--- src/ddcf_pkg.sv ---
`default_nettype none

package ddcf_pkg;

  localparam int unsigned FrameLen = 16;
  localparam int unsigned IdxW     = $clog2(FrameLen);

  localparam logic [7:0] HdrB0    = 8'hAA;
  localparam logic [7:0] HdrB1    = 8'h7F;
  localparam logic [7:0] HdrB2    = 8'h01;
  localparam logic [7:0] HdrB3    = 8'h00;
  localparam logic [7:0] HdrB4    = 8'h01;
  localparam logic [7:0] ModeMove = 8'h01;
  localparam logic [7:0] ModeStop = 8'h03;
  localparam logic [7:0] EndByte  = 8'h55;

  localparam logic [15:0] CrcInit = 16'hFFFF;
  localparam logic [15:0] CrcPoly = 16'hA001;

  localparam logic [9:0] RadiusRst = 10'd100;

  // |x| div 1000 as (|x| * ceil(2^37/1000)) >> 37, exact for |x| < 2^26
  localparam int unsigned MagW      = 26;
  localparam int unsigned RecipShft = 37;
  localparam logic [27:0] Recip1000 = 28'd137438954;
  localparam int unsigned QuotW     = 17;

  // Register word addresses
  localparam logic [0:0] RegRadius = 1'b0;

  typedef struct packed {
    logic        moving;
    logic        dir_b7;
    logic        dir_b8;
    logic [15:0] left;
    logic [15:0] right;
  } ddcf_cmd_t;

endpackage

`default_nettype wire

--- src/ddcf_queue.sv ---
`default_nettype none

module ddcf_queue import ddcf_pkg::*; (
  input  wire logic       clk_i,
  input  wire logic       rst_ni,
  input  wire logic       push_valid_i,
  output logic            push_ready_o,
  input  wire ddcf_cmd_t  push_data_i,
  output logic            pop_valid_o,
  input  wire logic       pop_i,
  output ddcf_cmd_t       pop_data_o
);

  ddcf_cmd_t  mem_q [2];
  logic       wr_ptr_q, rd_ptr_q;
  logic [1:0] count_q;
  logic       push, pop;

  assign push_ready_o = (count_q != 2'd2);
  assign pop_valid_o  = (count_q != 2'd0);
  assign push         = push_valid_i && push_ready_o;
  assign pop          = pop_i && pop_valid_o;
  assign pop_data_o   = mem_q[rd_ptr_q];

  always_ff @(posedge clk_i or negedge rst_ni) begin
    if (!rst_ni) begin
      wr_ptr_q <= 1'b0;
      rd_ptr_q <= 1'b0;
      count_q  <= 2'd0;
    end else begin
      if (push) begin
        wr_ptr_q <= !wr_ptr_q;
      end
      if (pop) begin
        rd_ptr_q <= !rd_ptr_q;
      end
      count_q <= count_q + 2'(push) - 2'(pop);
    end
  end

  always_ff @(posedge clk_i) begin
    if (push) begin
      mem_q[wr_ptr_q] <= push_data_i;
    end
  end

  a_count_range: assert property (@(posedge clk_i) disable iff (!rst_ni)
    count_q != 2'd3) else $error("queue count out of range");

  a_ptr_match: assert property (@(posedge clk_i) disable iff (!rst_ni)
    (count_q == 2'd0 || count_q == 2'd2) |-> (wr_ptr_q == rd_ptr_q))
    else $error("queue pointers disagree with count");

  a_pop_frees: assert property (@(posedge clk_i) disable iff (!rst_ni)
    (pop_i && pop_valid_o && !push_valid_i) |=> push_ready_o)
    else $error("queue still full after pop");

endmodule

`default_nettype wire

--- config.mk ---
export PLATFORM = sky130hd
export DESIGN_NAME = ddcf_queue
export DESIGN_NICKNAME = d
export VERILOG_FILES = /design/src/ddcf_pkg.sv /design/src/ddcf_queue.sv
export SDC_FILE = /design/constraint.sdc
export NUM_CORES = 1
export LEC_CHECK = 0
export BUFFER_PORTS_ARGS = -buffer_cell sky130_fd_sc_hd__buf_4
export CORE_MARGIN = 5
export CORE_UTILIZATION = 51
export CTS_CLUSTER_DIAMETER = 120
export CTS_CLUSTER_SIZE = 20
export DETAILED_ROUTE_END_ITERATION = 10
export PLACE_DENSITY = 0.9
export SYNTH_ARGS = -nofsm -noshare
export SYNTH_HDL_FRONTEND = slang
export SYNTH_SLANG_ARGS = --single-unit
export TNS_END_PERCENT = 20
--- constraint.sdc ---
create_clock -name clk_i -period 2.9 [get_ports clk_i]
set_clock_uncertainty 0.05 [all_clocks]
set_input_delay 0.58 -clock clk_i [delete_from_list [all_inputs] [get_ports clk_i]]
set_output_delay 0.58 -clock clk_i [all_outputs]
set_load 0.05 [all_outputs]
==> flow_metrics.py <==
metrics = {
    "global_route": {
        "grt_overflow": 0,
        "grt_pass1_vias": 1592,
        "grt_start_max_net_pins": 36,
        "grt_usage_pct": 14.4,
        "grt_pass1_wl_um": 7710,
        "antenna_found_initial": 0,
    },
    "clocking": {
        "cts-resized-gates": 0,
        "htree_num_levels": 3,
        "clockBufferDepth": 2,
        "numCtsBuffers": 9,
        "tritoncts": "yes",
        "postCtsSetupBuffers": 0,
        "clk_pin_slew_ns": 0.08,
        "clock-sinks": 74,
        "clk_latency_ns": 0.32,
        "clockRootBuffer": "clkbuf_8",
    },
    "final_layout": {
        "area_growth_pct": 31.9,
        "finalNetCount": 257,
        "diodes": 0,
        "drive_gt1_share_pct": 60.2,
    },
    "worst_setup_path": {
        "regToRegEndpoint": "mem_q[1][8]",
        "cp-end-kind": "output pin",
        "rr_worst_depth": 2,
        "worstSetupPathType": "flop to output pin",
        "cp_common_cell": "buf_4",
        "critPathMaxStageDelay_ns": 0.39,
        "r2r_start": "count_q[0]",
        "worst-path-max-fanout": 24,
        "crit_path_cell_trace": "buf_4, mux2_2, buf_4",
        "critPathSlowestCell": "mux2_2",
        "r2r_setup_slack_ns": 1.12,
        "crit_path_start_kind": "flop",
        "cp.arrival_ns": 1.58,
        "cp_data_required_time_ns": 2.27,
    },
    "route": {
        "drc": 0,
        "via_per_inst": 5.00,
        "first_iter_violations": 66,
        "first_pass_iters": 6,
        "drt_wl_total_um": 4950,
        "detail_route.wl_per_cell_um": 17.0,
        "ant_nets": 0,
        "vias": 1454,
    },
    "floorplan": {
        "dieHeight_um": 83.4,
        "io_pins": 76,
        "num_rows": 26,
        "core_area_sq_um": 5170,
        "start_util_pct": 53.2,
        "die-area_sq_um": 6960,
        "dieWidth_um": 83.4,
    },
    "place": {
        "gp_congestion": 0.687,
        "port_buffers": 75,
        "dp_hpwl_um": 3430,
        "pre_cts_slack_ns": 1.01,
    },
    "timing": {
        "worst_pin_slew_ns": 0.816,
        "finalHoldViolations": 0,
        "whs_ns": 0.376,
        "final.period_utilization_pct": 76.2,
        "fin_ws_ns": 0.689,
        "finalSetupViolations": 0,
        "maxSlewViolCount": 0,
        "setup_tns_ns": 0,
        "min_period_ns": 2.21,
        "relSlewSlack_pct": 45.6,
        "fmax_ghz": 0.452,
        "rsz0062_at_grt": "no",
    },
    "hold_path": {
        "hp-start": "push_data_i[17]",
        "hp-class": "primary input to flop",
        "whs_endpoint": "mem_q[0][17]",
        "holdPathStages": 1,
    },
    "synthesis": {
        "syn_inst": 131,
        "synth.avg_cell_area_sq_um": 21.0,
        "synth_fp_nets": 171,
        "synth-edff-count": 70,
        "async_flop_share_pct": 5.41,
        "ys.flop_type": "edfxtp_1",
        "synthesis.area_sq_um": 2750,
        "ys_types": 17,
        "synth_seq_area_share_pct": 80.1,
        "synth_seq_cells": 74,
        "synth_warnings": 0,
    },
    "power": {
        "p_leak_nw": 1.37,
        "vdd_drop_max_uv": 833,
        "p_per_area_nw_per_um2": 1180,
        "power_mw": 4.29,
    },
    "status": {
        "run_status": "completed",
    },
    "run": {
        "cap_violations": 0,
    },
}
cells in the mapped netlist, drive strengths merged (2+ instances only):
cell / n / area share, %
edfxtp: 70 / 76
mux2: 35 / 14
buf: 4 / 0.73
dfrtp: 4 / 3.6
nor2: 3 / 0.41
xnor2: 3 / 0.96
nand2: 2 / 0.27
worst max-delay path by stage:
stage	startpoint	endpoint	cells after the start	slack, ns
after detailed placement	push_valid_i	mem_q[1][16]	2	1.01
final	rd_ptr_q	pop_data_o[15]	3	0.69
after global placement	push_valid_i	mem_q[1][20]	2	1.03
after floorplan	count_q[0]	mem_q[0][0]	3	0.44
after CTS	rd_ptr_q	pop_data_o[15]	3	0.66
after global routing	rd_ptr_q	pop_data_o[15]	3	0.63
flip-flops by register name, indices dropped and copies added (netlist names):
name      cells
wr_ptr_q      1
count_q       2
mem_q        70
rd_ptr_q      1
cell families after synthesis:
group | share of synthesized area [%]
AO/OA/AOI/OAI | 1.09
XOR/XNOR | 0.956
adder cells (fa/ha/maj) | 0.455
buffers and inverters | 0.728
flip-flops | 80.1
multiplexers | 14.3
AND/OR/NAND/NOR | 2.37
cells in the final DEF, fill, tap and decap left out, types with 2 or more instances in the layout:
cell type,n
buf_4,78
bufinv_16,2
clkbuf_8,9
clkinvlp_4,2
dfrtp_1,4
edfxtp_1,70
mux2_2,35
nand2_1,2
nor2_1,2
xnor2_1,3
final cells by class:
cell class                      count  area (sq um)
Clock inverter                      5          80.1
Multi-Input combinational cell     53           536
Timing Repair Buffer               79           596
Fill cell                         348          1540
Sequential cell                    74          2200
Clock buffer                       10           128
Tap cell                           70          87.6
per-layer routing:
layer | GRT usage (%) | part of all wire [%]
met1 | 16.5 | 40
met4 | 6.58 | 1.5
met5 | 0 | 0
met3 | 4.65 | 6.8
met2 | 24.6 | 51
metrics by stage:
| step | instances | cell area (sq um) | util [%] |
|---|---|---|---|
| after global placement | 275 | 3410 | 65.9 |
| after detailed placement | 275 | 3410 | 65.9 |
| after CTS | 291 | 3630 | 70.2 |
| after global routing | 291 | 3630 | 70.2 |
| after floorplan | 131 | 2750 | - |
| final | 291 | 3630 | 70.2 |
where the power goes:
part	switching (mW)	internal (mW)	total (mW)	leakage [nW]
sequential	0.0786	1.47	1.54	0.698
clock	0.352	0.478	0.830	0.0984
combinational	1.27	0.641	1.91	0.572
repair_timing:
item,CTS,global route
setup endpoints to repair,0,0
endpoints found under the hold margin,4,0
hold buffers,1,0
worst max-delay path: cells and delay by family (launching register included):
| kind | cells | cell delay, ns |
|---|---|---|
| buffers and inverters | 2 | 0.50 |
| DFF | 1 | 0.35 |
| muxes | 1 | 0.39 |
No activity file was read; power rests on OpenSTA's default activity.
