`src/ddcf_pkg.sv`:
```
`default_nettype none

package ddcf_pkg;

  localparam int unsigned FrameLen = 16;
  localparam int unsigned IdxW     = $clog2(FrameLen);

  localparam logic [7:0] HdrB0    = 8'hAA;
  localparam logic [7:0] HdrB1    = 8'h7F;
  localparam logic [7:0] HdrB2    = 8'h01;
  localparam logic [7:0] HdrB3    = 8'h00;
  localparam logic [7:0] HdrB4    = 8'h01;
  localparam logic [7:0] ModeMove = 8'h01;
  localparam logic [7:0] ModeStop = 8'h03;
  localparam logic [7:0] EndByte  = 8'h55;

  localparam logic [15:0] CrcInit = 16'hFFFF;
  localparam logic [15:0] CrcPoly = 16'hA001;

  localparam logic [9:0] RadiusRst = 10'd100;

  // |x| div 1000 as (|x| * ceil(2^37/1000)) >> 37, exact for |x| < 2^26
  localparam int unsigned MagW      = 26;
  localparam int unsigned RecipShft = 37;
  localparam logic [27:0] Recip1000 = 28'd137438954;
  localparam int unsigned QuotW     = 17;

  // Register word addresses
  localparam logic [0:0] RegRadius = 1'b0;

  typedef struct packed {
    logic        moving;
    logic        dir_b7;
    logic        dir_b8;
    logic [15:0] left;
    logic [15:0] right;
  } ddcf_cmd_t;

endpackage

`default_nettype wire

```
`src/ddcf_back.sv`:
```
`default_nettype none

module ddcf_back import ddcf_pkg::*; (
  input  wire logic       clk_i,
  input  wire logic       rst_ni,
  input  wire logic       cmd_valid_i,
  input  wire ddcf_cmd_t  cmd_i,
  output logic            cmd_pop_o,
  output logic            out_valid_o,
  input  wire logic       out_ready_i,
  output logic [7:0]      out_data_o,
  output logic            out_last_o
);

  logic [IdxW-1:0] idx_q;
  logic [15:0]     crc_q;
  logic            valid_q;
  logic [7:0]      data_q;
  logic            last_q;

  logic            load;
  logic [7:0]      byte_d;
  logic [15:0]     crc_base;

  function automatic logic [15:0] crc_byte(input logic [15:0] crc_in, input logic [7:0] b);
    logic [15:0] c;
    c = crc_in ^ {8'd0, b};
    for (int k = 0; k < 8; k++) begin
      c = c[0] ? ((c >> 1) ^ CrcPoly) : (c >> 1);
    end
    return c;
  endfunction

  always_comb begin
    case (idx_q)
      4'd0:    byte_d = HdrB0;
      4'd1:    byte_d = HdrB1;
      4'd2:    byte_d = HdrB2;
      4'd3:    byte_d = HdrB3;
      4'd4:    byte_d = HdrB4;
      4'd5,
      4'd6:    byte_d = cmd_i.moving ? ModeMove : ModeStop;
      4'd7:    byte_d = {7'd0, cmd_i.dir_b7};
      4'd8:    byte_d = {7'd0, cmd_i.dir_b8};
      4'd9:    byte_d = cmd_i.left[15:8];
      4'd10:   byte_d = cmd_i.left[7:0];
      4'd11:   byte_d = cmd_i.right[15:8];
      4'd12:   byte_d = cmd_i.right[7:0];
      4'd13:   byte_d = EndByte;
      4'd14:   byte_d = crc_q[7:0];
      default: byte_d = crc_q[15:8];
    endcase
  end

  assign crc_base  = (idx_q == '0) ? CrcInit : crc_q;
  assign load      = cmd_valid_i && (!valid_q || out_ready_i);
  assign cmd_pop_o = load && (idx_q == IdxW'(FrameLen - 1));

  always_ff @(posedge clk_i or negedge rst_ni) begin
    if (!rst_ni) begin
      idx_q   <= '0;
      valid_q <= 1'b0;
    end else begin
      if (load) begin
        idx_q   <= idx_q + 1'b1;
        valid_q <= 1'b1;
      end else if (out_ready_i) begin
        valid_q <= 1'b0;
      end
    end
  end

  always_ff @(posedge clk_i) begin
    if (load) begin
      data_q <= byte_d;
      last_q <= (idx_q == IdxW'(FrameLen - 1));
      // Fold header, payload and end bytes into the checksum
      if (idx_q < IdxW'(FrameLen - 2)) begin
        crc_q <= crc_byte(crc_base, byte_d);
      end
    end
  end

  assign out_valid_o = valid_q;
  assign out_data_o  = data_q;
  assign out_last_o  = last_q;

endmodule

`default_nettype wire

```
`config.mk`:
```
export PLATFORM = sky130hd
export DESIGN_NAME = ddcf_back
export DESIGN_NICKNAME = d
export VERILOG_FILES = /design/src/ddcf_pkg.sv /design/src/ddcf_back.sv
export SDC_FILE = /design/constraint.sdc
export NUM_CORES = 1
export LEC_CHECK = 0
export ABC_AREA = 1
export CORE_MARGIN = 2
export CORE_UTILIZATION = 45
export DETAILED_ROUTE_END_ITERATION = 10
export DONT_BUFFER_PORTS = 1
export SKIP_CTS_REPAIR_TIMING = 1
export SYNTH_ARGS = -nofsm -noshare
export SYNTH_HDL_FRONTEND = slang
export SYNTH_SLANG_ARGS = --single-unit
```
`constraint.sdc`:
```
create_clock -name clk_i -period 2.2 [get_ports clk_i]
set_input_delay 0.22 -clock clk_i [delete_from_list [all_inputs] [get_ports clk_i]]
set_output_delay 0.22 -clock clk_i [all_outputs]
set_load 0.005 [all_outputs]
```
==> flow_metrics.py <==
metrics = {
    "global_routing": {
        "antenna_found_initial": 0,
        "grt_pass1_vias": 2182,
        "grt_pass1_wl_um": 10500,
        "gr-total-overflow": 0,
        "grt_max_degree": 17,
        "grt_use_total_pct": 22.3,
    },
    "route": {
        "drtIter0Drc": 164,
        "wl_per_cell_um": 15.5,
        "drc": 0,
        "avgViaCountPerCell": 5.20,
        "ant_nets": 0,
        "dr.pass1.iters": 4,
        "num_vias": 2402,
        "wl_um": 7160,
    },
    "sta": {
        "drv_slew": 0,
        "finClkSkew_ns": 0.00559,
        "holdWs_ns": 0.100,
        "relSlewSlack_pct": 71.9,
        "setup_tns_ns": -1.51,
        "setup_viol": 9,
        "final_hold_viol_count": 0,
        "fin_crit_sh_pct": 117,
        "rsz0062_at_grt": "true",
        "worstMarginPinSlew_ns": 0.421,
        "fin_ws_ns": -0.372,
        "min_period_ns": 2.57,
        "fmax_ghz": 0.389,
    },
    "setup_path": {
        "cp.arrival_ns": 2.62,
        "reg2reg_from": "idx_q[1]",
        "r2r_cells": 21,
        "critPathMostFrequentCell": "nand2_1",
        "critPathKind": "reg -> reg",
        "cp_slowest_stage_delay_ns": 0.45,
        "endpoint": "crc_q[0]",
        "regToRegEndpoint": "crc_q[0]",
        "crit_chain": "inv_4, ha_4, nor2_4, nand2_1, nand2_1, nand2_2, nor2_4, buf_12, nand3_2, nand2_2, nand2_1, nand2_1, nand2_1, nand2_2, nand2_2, nand2_4, nand3_4, nand2_4, nand2_2, nand3_2, nand2_1",
        "slowest_stage": "dfrtp_2",
        "startpoint": "idx_q[1]",
        "cp-start-kind": "register",
        "endpoint_kind": "register",
        "crit_fanout": 6,
        "rrSetupSlack_ns": -0.37,
        "worstPathRequired_ns": 2.25,
    },
    "placement": {
        "port_buffers": 0,
        "place_ws_ns": -0.416,
        "placed_cell_area_um2": 2960,
        "hpwl_um": 5300,
        "globalplace.congestion": 0.892,
    },
    "outcome": {
        "failed_checks": "negative setup slack",
        "status": "finished with violations",
    },
    "clock_tree": {
        "clock-sinks": 30,
        "cts-root-buf": "clkbuf_8",
        "h-tree-depth": 2,
        "clock_latency_ns": 0.29,
        "clock_path_buffers": 2,
        "path_clk_slew_ns": 0.07,
        "cts_buffers": 5,
        "cts_tree": "done",
    },
    "die": {
        "fp.dieW_um": 78.0,
        "core_um2": 5200,
        "io_pins": 50,
        "start_util_pct": 47.4,
        "rows": 26,
        "die_h_um": 78.0,
        "die-area_um2": 6090,
    },
    "final_layout": {
        "layout.nets": 435,
        "layout-drive-gt1-share_pct": 49.2,
        "diodes": 0,
        "syn_to_final_growth_pct": 42.9,
        "fin_area_um2": 3520,
    },
    "synthesis": {
        "synth_top_area_share_pct": 30.5,
        "syn_inst": 323,
        "netlist-cell-type-count": 28,
        "synth_mux_area_share_pct": 0,
        "synth_area_leader_cell": "edfxtp_1",
        "seq_area_frac_synth_pct": 35.5,
        "synth_compound_area_share_pct": 1.83,
        "yosys.area_share.adder_pct": 2.03,
        "yosys-top-cells-area": "edfxtp_1, nand2_1, nand3_1",
        "synth_top_family_by_area": "simple AND/OR/NAND/NOR gates",
        "synth.ff_latch_count": 30,
        "syn-cell-area_um2": 2460,
        "synth_xor_area_share_pct": 4.57,
        "yosysWarningCount": 0,
        "synth_fp_nets": 366,
        "syn_avg_cell_area_um2": 7.63,
        "synth-simple-area-share_pct": 47.3,
    },
    "run": {
        "maxCapViolCount": 0,
    },
    "hold_path": {
        "min_path_cells": 3,
        "hp-class": "in -> reg",
    },
}
==> layer usage <==
layer  GRT usage [%]  wire length [µm]  up-vias
met4            8.25                99        0
li1                -                 -     1187
met5               0                 0        -
met2            36.0              3560       67
met3            3.91               429        7
met1            30.0              3070     1141
==> layout by cell type (no fill, tap or decap) <==
cell type	synthesis	layout
nand4_1	13	13
nor2_1	22	18
edfxtp_1	25	25
nor3_1	1	1
nand2_1	92	75
nand3_4	2	11
nand2_4	5	12
buf_12	0	4
dfrtp_1	5	3
o21ai_0	3	3
clkinv_2	0	2
clkbuf_8	0	5
inv_1	31	26
o21ai_4	1	1
inv_4	1	7
nand2_2	23	33
nand3_2	8	19
ha_2	0	1
ha_4	0	3
buf_4	1	61
dlygate4sd3_1	0	1
nor2_2	3	3
xor2_1	7	5
nor2_4	6	10
xor2_2	1	2
or2_2	4	4
xor2_4	0	1
xnor2_2	0	1
inv_2	8	7
a221oi_2	0	1
xnor2_1	4	3
buf_6	4	3
dfrtp_2	0	2
nand3_1	45	25
a21oi_1	1	1
==> state kept, by name, indices dropped and copies added, names as in the netlist <==
name and cells:
crc_q 16, out_data_o 8, idx_q 4, out_last_o 1, out_valid_o 1
==> cells in the mapped netlist (all sizes together) <==
cell and count:
nor3 1, inv 40, nand3 55, dfrtp 5
a221oi 1, nand4 13, or2 4, a21oi 1
ha 4, buf 7, xor2 8, nand2 120
o21ai 4, edfxtp 25, nor2 31, xnor2 4
==> how the worst min path moves through the flow <==
stage,start,endpoint
finish,out_ready_i,out_valid_o
global route,out_ready_i,out_valid_o
CTS,rst_ni,idx_q[0]
detailed placement,rst_ni,out_valid_o
global placement,rst_ni,out_valid_o
floorplan,rst_ni,idx_q[0]
==> worst max-delay path: cells and delay by family, from the launching register on <==
family                     cells  cell delay, ns
adders and majority gates      1            0.20
and+or+nand+nor               18            1.47
DFF                            1            0.45
buffers and inverters          2            0.21
==> per-stage QoR <==
| step | std cells | util, % |
|---|---|---|
| 2_1_floorplan | 323 | - |
| 3_3_place_gp | 439 | 56.8 |
| 3_5_place_dp | 439 | 56.8 |
| 4_1_cts | 446 | 58.3 |
| 5_1_grt | 462 | 67.7 |
| 6_report | 462 | 67.7 |
==> kinds of logic after synthesis <==
logic type,after synthesis
AND/OR/NAND/NOR,224
adder cells (fa/ha/maj),4
AO/OA/AOI/OAI,6
XOR/XNOR,12
buffers and inverters,47
flip-flops,30
==> area by class of cell <==
class                           count  area (µm²)
Multi-Input combinational cell    246        1730
Fill cell                         446        1680
Sequential cell                    30         878
Timing Repair Buffer               69         582
Inverter                           40         168
Tap cell                           70        87.6
Clock buffer                        5        68.8
Clock inverter                      2        10.0
Power is left out: the tool's default activity adds up to more than one toggle a clock period on the data nets, which glitch-free logic cannot reach.
